--- config.mk ---
export PLATFORM = sky130hd
export DESIGN_NAME = keypad_matrix_scan_debounce_top
export DESIGN_NICKNAME = d
export VERILOG_FILES = /design/src/hdl/kmsd_pkg.sv /design/src/hdl/keypad_matrix_scan_debounce_top.sv /design/src/hdl/kmsd_rowmem.sv /design/src/hdl/kmsd_update.sv
export SDC_FILE = /design/constraint.sdc
export NUM_CORES = 1
export LEC_CHECK = 0
export ABC_AREA = 1
export BUFFER_PORTS_ARGS = -buffer_cell sky130_fd_sc_hd__buf_2
export CAP_MARGIN = 20
export CELL_PAD_IN_SITES_DETAIL_PLACEMENT = 0
export CELL_PAD_IN_SITES_GLOBAL_PLACEMENT = 1
export CORE_ASPECT_RATIO = 0.8
export CORE_MARGIN = 4
export CORE_UTILIZATION = 47
export CTS_BUF_LIST = sky130_fd_sc_hd__clkbuf_2 sky130_fd_sc_hd__clkbuf_4 sky130_fd_sc_hd__clkbuf_8
export DETAILED_ROUTE_END_ITERATION = 16
export GPL_ROUTABILITY_DRIVEN = 0
export PLACE_DENSITY = 0.87
export SLEW_MARGIN = 10
export SYNTH_ARGS = -nofsm -noshare
export SYNTH_HDL_FRONTEND = slang
export SYNTH_SLANG_ARGS = --single-unit
--- constraint.sdc ---
create_clock -name clk -period 7 [get_ports clk]
set_input_delay 0.7 -clock clk [delete_from_list [all_inputs] [get_ports clk]]
set_output_delay 0.7 -clock clk [all_outputs]
set_load 0.05 [all_outputs]
--- src/hdl/kmsd_pkg.sv ---
// Package for the keypad matrix scanner: shared constants and helpers.
// No dependencies.
`timescale 1ns / 1ps
package kmsd_pkg;

  localparam int DEF_NUM_ROWS = 4;
  localparam int DEF_NUM_COLS = 4;
  localparam int CNT_W        = 4;   // per-key press / release count
  localparam int LEVEL_W      = 4;   // column level bus
  localparam int DRIVE_W      = 4;   // row drive lines
  localparam int SROW_W       = 2;   // reported row index
  localparam int OUT_KEYS     = 16;  // keys visible on the outputs
  localparam logic [CNT_W-1:0] DEBOUNCE_RESET = CNT_W'(3);

  // A threshold of zero behaves as one.
  function automatic logic [CNT_W-1:0] eff_threshold(input logic [CNT_W-1:0] dt);
    eff_threshold = (dt == '0) ? CNT_W'(1) : dt;
  endfunction

endpackage

--- src/hdl/keypad_matrix_scan_debounce_top.sv ---
// Keypad matrix scanner top: input stage, row memory, update and output register.
// Depends on kmsd_pkg, kmsd_rowmem and kmsd_update.
`timescale 1ns / 1ps
// One beat on the input carries the column levels sampled while the current
// row was driven low; one result beat comes back per input beat. The block
// takes one beat per cycle as long as out_ready does not hold the output back: on
// acceptance the row's count entry is read from a memory with a single read
// port into the update stage, where it is updated and written back while the
// result is loaded into the output register, so a result passes the update
// stage and then the output register before it is offered. When the
// same row is read in the cycle it is written back
// (single-row configurations) the fresh word is forwarded. Held flags sit in
// flip-flops since all of them are reported every beat. Per-row valid bits make
// the memory read as zero after reset, so there is no clearing pass. The
// debounce threshold may only be written while idle; zero acts as one.
module keypad_matrix_scan_debounce_top #(
  parameter int NUM_ROWS = kmsd_pkg::DEF_NUM_ROWS,
  parameter int NUM_COLS = kmsd_pkg::DEF_NUM_COLS
) (
  input  logic                          clk,
  input  logic                          rst_n,
  input  logic                          cfg_valid,
  output logic                          cfg_ready,
  input  logic [kmsd_pkg::CNT_W-1:0]    cfg_debounce_ticks,
  input  logic                          in_valid,
  output logic                          in_ready,
  input  logic [kmsd_pkg::LEVEL_W-1:0]  in_column_levels,
  output logic                          out_valid,
  input  logic                          out_ready,
  output logic [kmsd_pkg::DRIVE_W-1:0]  out_row_drive,
  output logic [kmsd_pkg::SROW_W-1:0]   out_scanned_row,
  output logic [kmsd_pkg::OUT_KEYS-1:0] out_press_events,
  output logic [kmsd_pkg::OUT_KEYS-1:0] out_keys_held
);
  import kmsd_pkg::*;

  localparam int ROW_W    = (NUM_ROWS > 1) ? $clog2(NUM_ROWS) : 1;
  localparam int NUM_KEYS = NUM_ROWS * NUM_COLS;
  localparam int WORD_W   = NUM_COLS * 2 * CNT_W;

  // config register
  logic [CNT_W-1:0] dt_r;

  // input side
  logic [ROW_W-1:0] cur_row_r;
  logic             in_acc;

  // update stage
  logic             s1_vld_r, s1_adv;
  logic [ROW_W-1:0] s1_row_r, s1_row_nxt;
  logic [LEVEL_W-1:0] s1_lvl_r;
  logic             byp_r;
  logic [WORD_W-1:0] byp_data_r;
  logic [WORD_W-1:0] rd_word, cur_word, new_word;
  logic [NUM_COLS-1:0] held_row, held_new, evt_row;
  logic [NUM_KEYS-1:0] held_r, held_nxt, evt_all;

  // output register
  logic                out_valid_r;
  logic [DRIVE_W-1:0]  drive_r, drive_nxt;
  logic [SROW_W-1:0]   srow_r;
  logic [OUT_KEYS-1:0] evt_r, evt_nxt, hold_out_r, hold_out_nxt;

  assign cfg_ready = 1'b1;

  always_ff @(posedge clk) begin
    if (!rst_n) begin
      dt_r <= DEBOUNCE_RESET;
    end else if (cfg_valid && cfg_ready) begin
      dt_r <= cfg_debounce_ticks;
    end
  end

  assign s1_adv   = s1_vld_r && (!out_valid_r || out_ready);
  assign in_ready = !s1_vld_r || s1_adv;
  assign in_acc   = in_valid && in_ready;

  function automatic logic [ROW_W-1:0] row_inc(input logic [ROW_W-1:0] r);
    row_inc = (int'(r) == NUM_ROWS - 1) ? '0 : r + ROW_W'(1);
  endfunction

  assign s1_row_nxt = row_inc(s1_row_r);

  kmsd_rowmem #(
    .NUM_ROWS (NUM_ROWS),
    .WORD_W   (WORD_W),
    .ADDR_W   (ROW_W)
  ) u_rowmem (
    .clk     (clk),
    .rst_n   (rst_n),
    .rd_en   (in_acc),
    .rd_addr (cur_row_r),
    .rd_data (rd_word),
    .wr_en   (s1_adv),
    .wr_addr (s1_row_r),
    .wr_data (new_word)
  );

  // Control: row pointer, stage valid, bypass of a same-row write-back
  always_ff @(posedge clk) begin
    if (!rst_n) begin
      cur_row_r <= '0;
      s1_vld_r  <= 1'b0;
      byp_r     <= 1'b0;
    end else begin
      if (in_acc) begin
        cur_row_r <= row_inc(cur_row_r);
        s1_vld_r  <= 1'b1;
        byp_r     <= s1_adv && (s1_row_r == cur_row_r);
      end else if (s1_adv) begin
        s1_vld_r <= 1'b0;
      end
    end
  end

  always_ff @(posedge clk) begin
    if (in_acc) begin
      s1_row_r   <= cur_row_r;
      s1_lvl_r   <= in_column_levels;
      byp_data_r <= new_word;
    end
  end

  assign cur_word = byp_r ? byp_data_r : rd_word;
  assign held_row = held_r[int'(s1_row_r)*NUM_COLS +: NUM_COLS];

  kmsd_update #(
    .NUM_COLS (NUM_COLS)
  ) u_update (
    .levels   (s1_lvl_r),
    .thr      (eff_threshold(dt_r)),
    .word_in  (cur_word),
    .held_in  (held_row),
    .word_out (new_word),
    .held_out (held_new),
    .evt_out  (evt_row)
  );

  // spread the row's results over the key vectors
  for (genvar k = 0; k < NUM_KEYS; k++) begin : g_key
    always_comb begin
      if (int'(s1_row_r) == k / NUM_COLS) begin
        held_nxt[k] = held_new[k % NUM_COLS];
        evt_all[k]  = evt_row[k % NUM_COLS];
      end else begin
        held_nxt[k] = held_r[k];
        evt_all[k]  = 1'b0;
      end
    end
  end

  for (genvar i = 0; i < OUT_KEYS; i++) begin : g_out
    if (i < NUM_KEYS) begin : g_have
      assign evt_nxt[i]      = evt_all[i];
      assign hold_out_nxt[i] = held_nxt[i];
    end else begin : g_none
      assign evt_nxt[i]      = 1'b0;
      assign hold_out_nxt[i] = 1'b0;
    end
  end

  for (genvar j = 0; j < DRIVE_W; j++) begin : g_drv
    assign drive_nxt[j] = (int'(s1_row_nxt) != j);
  end

  always_ff @(posedge clk) begin
    if (!rst_n) begin
      held_r      <= '0;
      out_valid_r <= 1'b0;
    end else begin
      if (s1_adv) begin
        held_r      <= held_nxt;
        out_valid_r <= 1'b1;
      end else if (out_ready) begin
        out_valid_r <= 1'b0;
      end
    end
  end

  always_ff @(posedge clk) begin
    if (s1_adv) begin
      drive_r    <= drive_nxt;
      srow_r     <= SROW_W'(s1_row_r);
      evt_r      <= evt_nxt;
      hold_out_r <= hold_out_nxt;
    end
  end

  assign out_valid        = out_valid_r;
  assign out_row_drive    = drive_r;
  assign out_scanned_row  = srow_r;
  assign out_press_events = evt_r;
  assign out_keys_held    = hold_out_r;

  // A stalled update stage keeps its row.
  a_s1_hold: assert property (@(posedge clk) disable iff (!rst_n)
    s1_vld_r && !s1_adv |=> s1_vld_r && $stable(s1_row_r))
    else $error("update stage lost its beat while stalled");

  // Every accepted beat reaches the update stage.
  a_in_to_s1: assert property (@(posedge clk) disable iff (!rst_n)
    in_acc |=> s1_vld_r)
    else $error("accepted beat did not enter update stage");

  // Back-to-back beats on the same row are forwarded through the bypass.
  a_byp: assert property (@(posedge clk) disable iff (!rst_n)
    in_acc && s1_adv && (s1_row_r == cur_row_r) |=> byp_r && s1_vld_r)
    else $error("same-row write-back not forwarded");

  // While the output is valid, press events are a subset of held keys.
  a_evt_held: assert property (@(posedge clk) disable iff (!rst_n)
    out_valid_r |-> ((evt_r & ~hold_out_r) == '0))
    else $error("press event on a key that is not held");

  // Row pointer does not move without an accepted beat.
  a_row_step: assert property (@(posedge clk) disable iff (!rst_n)
    !in_acc |=> $stable(cur_row_r))
    else $error("row pointer moved without a beat");

endmodule

--- src/hdl/kmsd_rowmem.sv ---
// Row state memory: press / release counts of one row per entry.
// One sync read port, one write port, per-row valid bits.
// Depends on kmsd_pkg.
`timescale 1ns / 1ps
module kmsd_rowmem #(
  parameter int NUM_ROWS = 4,
  parameter int WORD_W   = 32,
  parameter int ADDR_W   = 2
) (
  input  logic              clk,
  input  logic              rst_n,
  input  logic              rd_en,
  input  logic [ADDR_W-1:0] rd_addr,
  output logic [WORD_W-1:0] rd_data,
  input  logic              wr_en,
  input  logic [ADDR_W-1:0] wr_addr,
  input  logic [WORD_W-1:0] wr_data
);
  import kmsd_pkg::*;

  logic [WORD_W-1:0]   mem [NUM_ROWS];
  logic [NUM_ROWS-1:0] vld_r;
  logic [WORD_W-1:0]   rd_data_r;
  logic                rd_vld_r;

  always_ff @(posedge clk) begin
    if (wr_en) begin
      mem[wr_addr] <= wr_data;
    end
    if (rd_en) begin
      rd_data_r <= mem[rd_addr];
    end
  end

  // Valid bits stand in for a clear: an unwritten row reads as zero.
  always_ff @(posedge clk) begin
    if (!rst_n) begin
      vld_r    <= '0;
      rd_vld_r <= 1'b0;
    end else begin
      if (wr_en) begin
        vld_r[wr_addr] <= 1'b1;
      end
      if (rd_en) begin
        rd_vld_r <= vld_r[rd_addr];
      end
    end
  end

  assign rd_data = rd_vld_r ? rd_data_r : '0;

endmodule

--- src/hdl/kmsd_update.sv ---
// Debounce update of one row: counts, held flags and press events per column.
// Depends on kmsd_pkg.
`timescale 1ns / 1ps
module kmsd_update #(
  parameter int NUM_COLS = 4
) (
  input  logic [kmsd_pkg::LEVEL_W-1:0]     levels,
  input  logic [kmsd_pkg::CNT_W-1:0]       thr,
  input  logic [NUM_COLS*2*kmsd_pkg::CNT_W-1:0] word_in,
  input  logic [NUM_COLS-1:0]              held_in,
  output logic [NUM_COLS*2*kmsd_pkg::CNT_W-1:0] word_out,
  output logic [NUM_COLS-1:0]              held_out,
  output logic [NUM_COLS-1:0]              evt_out
);
  import kmsd_pkg::*;

  localparam int ENT_W = 2 * CNT_W;

  for (genvar c = 0; c < NUM_COLS; c++) begin : g_col
    logic             high;
    logic [CNT_W-1:0] pc, rc, pc_inc, rc_inc;

    if (c < LEVEL_W) begin : g_lvl
      assign high = levels[c];
    end else begin : g_open
      assign high = 1'b1;    // no such column line: reads open
    end

    // entry layout: {release, press}
    assign pc     = word_in[c*ENT_W +: CNT_W];
    assign rc     = word_in[c*ENT_W + CNT_W +: CNT_W];
    assign pc_inc = pc + CNT_W'(1);
    assign rc_inc = rc + CNT_W'(1);

    always_comb begin
      word_out[c*ENT_W +: ENT_W] = '0;
      held_out[c] = held_in[c];
      evt_out[c]  = 1'b0;
      if (!high) begin
        if (pc_inc >= thr) begin
          held_out[c] = 1'b1;
          evt_out[c]  = !held_in[c];
        end else begin
          word_out[c*ENT_W +: CNT_W] = pc_inc;
        end
      end else begin
        if (rc_inc >= thr) begin
          held_out[c] = 1'b0;
        end else begin
          word_out[c*ENT_W + CNT_W +: CNT_W] = rc_inc;
        end
      end
    end
  end

endmodule
==> Flow_metrics.wiki <==
{| class="wikitable"
! Metric !! Value
|-
| Outcome || finished clean
|-
| Die Span Y || about 150 um
|-
| Critical path depth in cells || 11
|-
| Setup clock skew after layout || 0.01528 ns
|-
| Initial cell density of the core || 0.4837
|-
| Post-CTS sizing || 0
|-
| Synth area leaders || edfxtp_1, nand2_1, dfxtp_1, ha_1, nor2_1
|-
| Number of antenna violations at the first check in global routing || 0
|-
| Async SR Flop Fraction || 0
|-
| Delay contributed by the slowest stage of the critical path || 0.58 ns
|-
| # Post-CTS Setup Buffers || 0
|-
| Synthesized instance count || between 1000 and 1500
|-
| Ant diodes || 0
|-
| Proportion of layout cells with a drive suffix above 1 || 0.1526
|-
| Clock tree from TritonCTS || done
|-
| Die outline width || 182.6 um
|-
| Leakage power figure || 5.143 nW
|-
| Area fraction of the dominant cell type after synthesis || 0.6179
|-
| Wirelength per Cell || 17.80 um
|-
| Cell type with the highest occurrence count on the critical path || nand3_1
|-
| Post-layout minimum cycle time || about 3.4 ns
|-
| First-pass GRT wire length || 40.05 mm
|-
| Post-detailed-route DRC marker count || 0
|-
| # port buffers || 52
|-
| Sum of overflow across all layers after global routing || 0
|-
| RSZ-0062 raised after global routing || false
|-
| Number of global-route vias before repair || approximately 7600
|-
| Commonest register cell after synthesis || edfxtp_1
|-
| WP data required || about 7.3 ns
|-
| Final critical-path share of the clock period || 0.4807
|-
| Instance count after placement with tap cells included || 1341
|-
| Top Ports || 54
|-
| Setup Total Neg Slack || 0 ns
|-
| Remaining antenna violation count after routing || 0
|-
| Fmax || around 0.30 GHz
|-
| Warning count from the yosys run || 0
|-
| Fraction of the yosys area taken by sequential cells || 0.6703
|-
| Number of setup violations in the final report || 0
|-
| CTS Hold Buffers Added || 0
|-
| Final non-filler cell total || between 1000 and 1500
|-
| Peak supply drop || around 0.16 mV
|-
| Largest fanout on the critical path || 33
|-
| First-pass iteration count of the detailed router || 5
|-
| DR vias/cell || 5.299
|-
| Slowest stage cell on the critical path || inv_2
|-
| Number of levels the H-tree was split into || 2
|-
| Clock Sinks || ~270
|-
| Synthesis-stage register bit count || about 270
|-
| Worst hold path class || input pin to register
|-
| Synthesized netlist net count || 1048
|-
| Critical Setup Path Class || register to register
|-
| Max-capacitance violation count || 0
|-
| Area added between synthesis and finish || 11.81%
|-
| Number of enable-type register cells in the synthesized netlist || approximately 240
|-
| Buffers and inverters on the worst path || 3
|-
| Largest area contributor in the synthesized netlist || edfxtp_1
|-
| Root buffer cell || clkbuf_8
|-
| Worst slew margin relative to its limit || 0.4062
|-
| Clock slew at reported path FFs || roughly 0.060 ns
|-
| Arr. time, crit path || 3.62 ns
|-
| Final #Nets || 1117
|-
| Sum of net half-perimeters after detailed placement || ~15 mm
|-
| Clock buffer depth || 3
|-
| Cell chain of the critical path || buf_4 -> inv_2 -> nand3_1 -> nand2_2 -> nand3_1 -> xor2_1 -> inv_1 -> ha_1 -> a21oi_1 -> nand2_1 -> nor3b_1
|-
| Pwr dens || 279.5 nW/um2
|-
| Cell variety after synth || 32
|-
| Total Routing Usage GR || 0.1871
|-
| Wire length reported by the detailed router || approximately 25 mm
|-
| Family of cells with the greatest summed delay on the critical path || simple AND/OR/NAND/NOR gates
|-
| Post-Synthesis Mean Instance Area || 11.45 um2
|-
| Cell depth of the worst hold path || 1
|-
| Combined area of all synthesized cells || between 10000 and 15000 um2
|-
| Clock buffers created by TritonCTS || 40
|-
| Element type at the critical path start || register
|-
| Number of failing hold endpoints at the final stage || 0
|-
| Endpoint type of the worst setup path || register
|-
| Die Area || about 27000 um2
|-
| Largest net degree at the start of global routing || 70
|-
| Slew Viols, Final || 0
|-
| Standard cell core area || between 20000 and 25000 um2
|-
| Reg2Reg Depth || 11
|-
| Layout fillers || about 2000
|-
| Number of placement rows || 50
|-
| Worst-Skew Late Latency || between 0.5 and 0.6 ns
|-
| Worst-Margin Slew || around 0.9 ns
|-
| DR vias || roughly 7500
|-
| Number of design-rule violations left by the first detailed-router iteration || 677
|}
[worst paths after layout]
| kind | start | to | slack [ns] |
|---|---|---|---|
| max | byp_r | u_rowmem.mem[2][5] | 3.63 |
| min | in_column_levels[2] | s1_lvl_r[2] | 0.36 |
| max reg2reg | byp_r | u_rowmem.mem[2][5] | 3.63 |
| min reg2reg | u_rowmem.vld_r[0] | u_rowmem.vld_r[0] | 0.46 |
[state kept, by name, summed over array words and instances, names as in the netlist]
name                flops
byp_data_r             32
byp_r                   1
cur_row_r               2
dt_r                    4
held_r                 16
out_keys_held          16
out_press_events       16
out_row_drive           4
out_scanned_row         2
out_valid               1
s1_lvl_r                4
s1_row_r                2
s1_vld_r                1
u_rowmem.mem          128
u_rowmem.rd_data_r     32
u_rowmem.rd_vld_r       1
u_rowmem.vld_r          4
[layout make-up]
cell class                      instances  area [um2]  area share
Clock inverter                         12       76.32    0.005952
Timing Repair Buffer                   64       350.3     0.02732
Multi-Input combinational cell        609        3244      0.2530
Sequential cell                       266        7689      0.5996
Tap cell                              312       390.4     0.03044
Clock buffer                           60       732.0     0.05708
Inverter                               90       341.6     0.02664
[synth_stat cells, types with 2 or more instances]
library cell and count:
o21a_1 4, buf_2 3, nand3_1 69, buf_4 8, nor2_1 102, nor2_4 6
nand4_4 4, inv_2 7, buf_6 3, nor3_1 9, o22ai_1 39, clkbuf_1 23
edfxtp_1 236, dfxtp_1 30, o21ai_0 74, xor2_1 16, nand2_1 182, a21oi_1 34
nor3b_1 8, inv_1 81, nor2_2 2, a22oi_1 6, nand2_2 15, ha_1 33
[kinds of logic after synthesis]
group                    after synthesis  share of synthesized area
XOR/XNOR                              16                    0.01222
buffers and inverters                127                    0.04680
other                                  1                  0.0003270
AND/OR/NAND/NOR                      399                     0.1574
flip-flops                           266                     0.6703
adder cells (fa/ha/maj)               33                    0.03600
AO/OA/AOI/OAI                        160                    0.07692
[layout by cell type (no fill, tap or decap), types with 4 or more instances in the layout]
master,count
o21a_1,4
clkbuf_8,45
xor2_1,16
clkbuf_4,15
a22oi_1,6
nor3_1,9
ha_1,33
nand2_1,182
edfxtp_1,236
a21oi_1,34
nand3_1,69
nor3b_1,8
inv_2,9
inv_1,79
clkinv_1,10
nand4_4,4
o21ai_0,74
nor2_4,6
o22ai_1,39
buf_4,12
buf_2,52
nor2_1,102
dfxtp_1,29
nand2_2,15
[metal layers]
| layer | vias up | global-route usage | wire (um) |
|---|---|---|---|
| met4 | 0 | 0.04801 | 394 |
| li1 | 3638 | - | - |
| met3 | 40 | 0.03813 | 1724 |
| met1 | 3572 | 0.2658 | 11690 |
| met2 | 238 | 0.2976 | 11340 |
| met5 | - | 0 | 0 |
[power by group]
part / switching, mW / internal, mW
Clock: 0.572 / 0.704
Sequential: 0.0251 / 1.84
Combinational: 0.333 / 0.113
Total: 0.929 / 2.65
[through the flow]
step                power (mW)  area (um2)    util  setup slack [ns]  hold slack (ns)
global placement         2.327       12020  0.5068             3.754           0.4411
global route             3.748       12820  0.5408             3.300           0.3270
detailed placement       2.340       12020  0.5068             3.639           0.4477
finish                   3.584       12820  0.5408             3.635           0.3571
CTS                      3.612       12820  0.5408             3.613           0.3247
floorplan                2.215       11470       -             3.705           0.4355
[worst register-to-register path: stages, from the launching register on]
cell	delay, ns
dfxtp_1	0.30
buf_4	0.25
inv_2	0.60
nand3_1	0.19
nand2_2	0.14
nand3_1	0.10
xor2_1	0.19
inv_1	0.07
ha_1	0.30
a21oi_1	0.30
nand2_1	0.18
nor3b_1	0.50
Note: power is estimated with default switching activity, not from simulation.
